`src/sv/hcbp_pkg.sv`:
```
// ----------------------------------------------------------------------------
// hcbp_pkg
// shared constants, opcodes and controller/datapath interface types for the
// huffman code bit packer
// ----------------------------------------------------------------------------
package hcbp_pkg;

  // default sizing
  localparam int SYMBOL_COUNT_DEF = 256;
  localparam int MAX_CODE_LEN_DEF = 32;

  // field widths
  localparam int OP_W       = 2;
  localparam int SYM_W      = 8;
  localparam int LEN_W      = 6;
  localparam int CODE_W     = 32;
  localparam int BYTE_W     = 8;
  localparam int PAD_W      = 3;
  localparam int IN_DATA_W  = 48;
  localparam int OUT_DATA_W = 16;

  // opcodes
  localparam logic [OP_W-1:0] OP_LOAD   = 2'd0;
  localparam logic [OP_W-1:0] OP_ENCODE = 2'd1;
  localparam logic [OP_W-1:0] OP_FLUSH  = 2'd2;

  // controller -> datapath
  typedef struct packed {
    logic tbl_wr;      // write table entry from input fields
    logic tbl_rd;      // read table entry for input symbol
    logic load_work;   // move read entry into code and length registers
    logic pack_step;   // merge one chunk of code bits into the byte
    logic flush_emit;  // emit partial byte and clear it
  } hcbp_cmd_t;

  // datapath -> controller
  typedef struct packed {
    logic sym_ok;          // symbol below table depth
    logic rem_zero;        // no code bits left
    logic step_full;       // this step completes a byte
    logic rem_after_zero;  // this step uses up the code
    logic out_free;        // output register can take a result
  } hcbp_sts_t;

endpackage

```
`src/sv/hcbp_ctrl.sv`:
```
// ----------------------------------------------------------------------------
// hcbp_ctrl
// sequencer: accepts items, walks an encode through lookup and packing steps,
// holds a byte-completing step or a flush while the output register is occupied
// ----------------------------------------------------------------------------
module hcbp_ctrl (
  input  logic                              clk,
  input  logic                              rst_n,
  input  logic                              in_tvalid,
  input  logic [hcbp_pkg::OP_W-1:0]         in_opcode,
  output logic                              in_tready,
  input  hcbp_pkg::hcbp_sts_t               sts,
  output hcbp_pkg::hcbp_cmd_t               cmd
);
  import hcbp_pkg::*;

  localparam logic [1:0] ST_IDLE  = 2'd0;
  localparam logic [1:0] ST_READ  = 2'd1;
  localparam logic [1:0] ST_PACK  = 2'd2;
  localparam logic [1:0] ST_FLUSH = 2'd3;

  logic [1:0] state_r;
  logic [1:0] state_nxt;

  always_comb begin
    state_nxt = state_r;
    cmd       = '0;
    in_tready = 1'b0;
    case (state_r)
      ST_IDLE: begin
        in_tready = 1'b1;
        if (in_tvalid) begin
          case (in_opcode)
            OP_LOAD: begin
              cmd.tbl_wr = sts.sym_ok;
            end
            OP_ENCODE: begin
              if (sts.sym_ok) begin
                cmd.tbl_rd = 1'b1;
                state_nxt  = ST_READ;
              end
            end
            OP_FLUSH: begin
              state_nxt = ST_FLUSH;
            end
            default: begin
              state_nxt = ST_IDLE;
            end
          endcase
        end
      end
      ST_READ: begin
        cmd.load_work = 1'b1;
        state_nxt     = ST_PACK;
      end
      ST_PACK: begin
        if (sts.rem_zero) begin
          state_nxt = ST_IDLE;
        end else if (!sts.step_full || sts.out_free) begin
          cmd.pack_step = 1'b1;
          if (sts.rem_after_zero) begin
            state_nxt = ST_IDLE;
          end
        end
      end
      ST_FLUSH: begin
        if (sts.out_free) begin
          cmd.flush_emit = 1'b1;
          state_nxt      = ST_IDLE;
        end
      end
      default: begin
        state_nxt = ST_IDLE;
      end
    endcase
  end

  always_ff @(posedge clk) begin
    if (!rst_n) begin
      state_r <= ST_IDLE;
    end else begin
      state_r <= state_nxt;
    end
  end

endmodule

```
`config.mk`:
```
export PLATFORM = sky130hd
export DESIGN_NAME = hcbp_ctrl
export DESIGN_NICKNAME = d
export VERILOG_FILES = /design/src/sv/hcbp_pkg.sv /design/src/sv/hcbp_ctrl.sv
export SDC_FILE = /design/constraint.sdc
export NUM_CORES = 1
export LEC_CHECK = 0
export BUFFER_PORTS_ARGS = -buffer_cell sky130_fd_sc_hd__clkbuf_2
export CAP_MARGIN = 20
export CORE_AREA = 2 2 39 41
export CTS_BUF_LIST = sky130_fd_sc_hd__clkbuf_4
export DETAILED_ROUTE_END_ITERATION = 12
export DIE_AREA = 0 0 41 43
export SYNTH_ARGS = -nofsm -noshare
export SYNTH_HDL_FRONTEND = slang
export SYNTH_SLANG_ARGS = --single-unit
```
`constraint.sdc`:
```
create_clock -name clk -period 1.1 [get_ports clk]
set_clock_uncertainty 0.2 [all_clocks]
set_input_delay 0.11 -clock clk [delete_from_list [all_inputs] [get_ports clk]]
set_output_delay 0.11 -clock clk [all_outputs]
set_load 0.1 [all_outputs]
```
## Word level (Yosys, flattened, before mapping)

Cells that the tools add are included.

| storage, ports and cells | value |
|---|---|
| register bits after elaboration | 2 |
| bits of input ports | 10 |
| output and inout port bits | 6 |
| logic and storage cells | 37 |

| cells by class | value |
|---|---|
| equality and inequality tests | 11 |
| multiplexer cells | 20 |
| reduce and logical (&&, ||, !) cells | 5 |

Operators with widths:

| cell | number |
|---|---|
| two-way mux 2 bit | 8 |
| two-way mux 1 bit | 10 |
| inequality test 3 bit (second input constant) | 3 |
| one-hot mux 2 bit (4 select lines) | 1 |
| == test 2 bit (second input constant) | 3 |
| inequality test 2 bit (second input constant) | 3 |
| one-hot mux 2 bit (3 select lines) | 1 |
| AND reduction 6 bit | 1 |
| == test 2 x 1 -> 1 bit (second input constant) | 2 |
| logical NOT 2 bit | 2 |
| logical NOT 1 bit | 1 |
| logical OR 1 bit | 1 |

## Logic depth before layout (Yosys ltp)

| depth | value |
|---|---|
| depth in word-level cells | 5 |
| mapped depth | 5 |
| mapped depth without buffers | 5 |

## Worst setup path before layout

No wires, ideal clock.

| timing | value |
|---|---|
| kind | reg2out |
| start | register state_r[0] |
| end | output port cmd[1] in the netlist's numbering |
| arrival | 3.512 ns |
| required time | 0.790 ns |
| slack | -2.722 ns |
| stages on the path, launching flop included | 2 |
| buffers on the path | 0 |
| cell sequence | dfxtp_1 nor4b_1 |

RTL lines:

| element | line | RTL |
|---|---|---|
| from (decl) | hcbp_ctrl.sv:22 | `logic [1:0] state_r;` |
| from (signal assigned) | hcbp_ctrl.sv:82 | `state_r <= state_nxt;` |
| to (decl) | hcbp_ctrl.sv:13 | `output hcbp_pkg::hcbp_cmd_t cmd` |

==> run metrics <==
Net Sw Power=0.1901 mW; starting DRC count in detailed routing=1; Worst-path clk slew=~0.03 ns; CTS buffer count=3; initial antenna violation count=0; CP max FO=6; largest net degree at the start of global routing=8; ys flop type=dfxtp_1; CP arrival=~1.1 ns; count of flip-flops with a built-in enable after synthesis=0; Final min period=roughly 1.4 ns; die height=43 µm; # nets final=70; vias per cell=roughly 4.2; Combinational Power Share=0.485; Commonest cells post-synth=nor2b_1, ha_1, inv_1, and4_1, dfxtp_1; Max Fclk=just under 700 MHz; Hold Worst Slack=-0.01062 ns; number of global-route vias before repair=between 200 and 300; critical path required time=approximately 0.79 ns; Pint=0.3178 mW; share of layout cells above drive strength 1=0.7091; CP Cell Sequence=nor2_4, and4_4, buf_12; Register Area=between 40 and 50 µm²; clock sink count=2; Synth top area share=0.1860; critical path's largest stage delay=between 0.3 and 0.4 ns; first-pass GRT wire length=a little over 1000 µm; sequential element share of the synthesized area=0.1860; Setup CP Type=flip-flop to primary output; final setup fails=8; CP max-delay cell=dfxtp_4; Synth area leaders=dfxtp_1, ha_1, nor2b_1; non-filler cells, final=between 70 and 80; wirelength, routed=between 600 and 700 µm; Syn Inst Count=25; final period utilization=1.312; Yosys reg bits=2; Pre-antenna DRT Iters=2; worst setup margin=-0.3429 ns; # rows=14; Die ar.=between 1500 and 2000 µm²; Area Growth Syn to Fin=162.8%; wire per inst=~9.1 µm; Vias=between 200 and 300; clock buffer depth=2; grt ovf=0; TritonCTS clock tree=done; failing checks=hold timing, setup timing; clock share of power=0.342; post-route ant nets=0; Syn. warnings=0; Placeable Area=roughly 1400 µm²; Mapped Nets=38; Netlist cell types=16; max reg flops=2; delay-heaviest family, CP=simple AND/OR/NAND/NOR gates; # port buffers=15; R2R Setup Slk=-0.01 ns; worst relative slew slack=0.8279; Final Hold Fails=1; class of the worst hold path=primary input to flip-flop; dominant cell by count in the synthesized netlist=nor2b_1; GRT Overall Usage=0.08509; Die Wd=just over 40 µm; RSZ-0062 raised after global routing=true; Setup crit end kind=primary output; worst skew pair latency=~0.24 ns; H-tree depth=1; MaxCap Viol Count=0; Final GP Congestion=around 0.75; status=complete, but fails checks; ys async rst share=0; mapped cell area=roughly 220 µm²; dpl cells=64; final-layout fill cell count=130; Flop pwr share=0.173; post-synth top area cell=dfxtp_1; multi-input logic area=around 200 µm²; root buffer cell=clkbuf_4; switching share of power=0.3743; Worst Max-Slew Pin Slew=between 0.2 and 0.3 ns; IR drop worst, VDD=480.4 µV; Pwr per Cell Area=~900 nW/µm²; pre-CTS WS=-0.1924 ns; Mean Syn Cell Area=about 8.6 µm²; Biggest register=state_r; initial core utilization=0.1555; Antenna Cells=0; Leak=between 0.2 and 0.3 nW; buffers plus inverters on the worst setup path=1; Setup crit start kind=flip-flop; # DRC=0; hpwl dp=496.2 µm; Largest regs=state_r (2); io pins=16; Final Max Slew Viols=0
## logic make-up (layout without fill, tap and decap cells)
| kind of cell | Yosys count | count (layout) | share of synthesized area |
|---|---|---|---|
| fa+ha+maj | 3 | 3 | 0.1744 |
| compound gates | 4 | 4 | 0.1686 |
| flops | 2 | 2 | 0.1861 |
| buf+inv | 3 | 33 | 0.05232 |
| simple gates | 13 | 13 | 0.4187 |
## power groups by stage
stage | Combinational (mW) | Sequential (mW) | Clock, mW
floorplan | 0.121 | 0.0894 | 0
global placement | 0.222 | 0.0908 | 0
detailed placement | 0.224 | 0.0911 | 0
CTS | 0.237 | 0.0881 | 0.166
global route | 0.262 | 0.0891 | 0.186
finish | 0.247 | 0.0877 | 0.174
## worst min-delay path, cell delays in order
cell      delay [ns]
clkbuf_2        0.08
o31a_1          0.14
a221oi_2        0.06
## area by class of cell
cell class / instances / area share
Clock buffer: 3 / 0.03982
Timing Repair Buffer: 27 / 0.4690
Multi-Input combinational cell: 20 / 0.3518
Sequential cell: 2 / 0.08407
Tap cell: 16 / 0.03540
Inverter: 3 / 0.01991
## layer usage
| layer | share of wire | vias up | track usage | routed length (µm) |
|---|---|---|---|---|
| li1 | - | 154 | - | - |
| met1 | 0.39 | 131 | 0.09873 | 250 |
| met2 | 0.55 | 8 | 0.1313 | 352 |
| met3 | 0.028 | 2 | 0.01571 | 18 |
| met4 | 0.036 | 0 | 0.06000 | 23 |
| met5 | 0 | - | 0 | 0 |
## final timing paths
| check | from | end | depth (start not counted) |
|---|---|---|---|
| worst min-delay path | sts[1] | state_r[1]$_SDFFE_PN0P_ | 3 |
| worst max-delay path | state_r[1]$_SDFFE_PN0P_ | cmd[3] | 3 |
| worst min register to register | state_r[1]$_SDFFE_PN0P_ | state_r[0]$_SDFFE_PN0P_ | 2 |
| worst max register to register | state_r[0]$_SDFFE_PN0P_ | state_r[1]$_SDFFE_PN0P_ | 2 |
## what timing repair did
action	4_1_cts	5_1_grt
pin swaps	6	2
hold buffers	1	0
gates resized for setup	3	4
hold endpoints to repair	2	0
setup buffers	2	3
setup endpoints to repair	8	8
## through the flow
stage	hold slack [ns]	TNS [ns]	instance area (µm²)	utilization	total power, mW
finish	-0.01062	-1.864	565.5	0.4087	0.5079
floorplan	0.04773	-3.181	245.2	-	0.2105
detailed placement	0.1653	-0.6780	490.5	0.3544	0.3153
CTS	0.004431	-1.885	539.3	0.3897	0.4914
global placement	0.1457	-0.5622	490.5	0.3544	0.3133
global route	0.003086	-2.237	565.5	0.4087	0.5369
## cells in the final DEF, fill, tap and decap left out, types with 2 or more instances in the layout
cell type,instances
clkbuf_4,3
clkbuf_2,9
and4_4,2
buf_4,9
dfxtp_4,2
nor2b_1,2
buf_12,6
inv_1,3
buf_6,2
ha_1,3
Power figures use the tool's default switching activity.
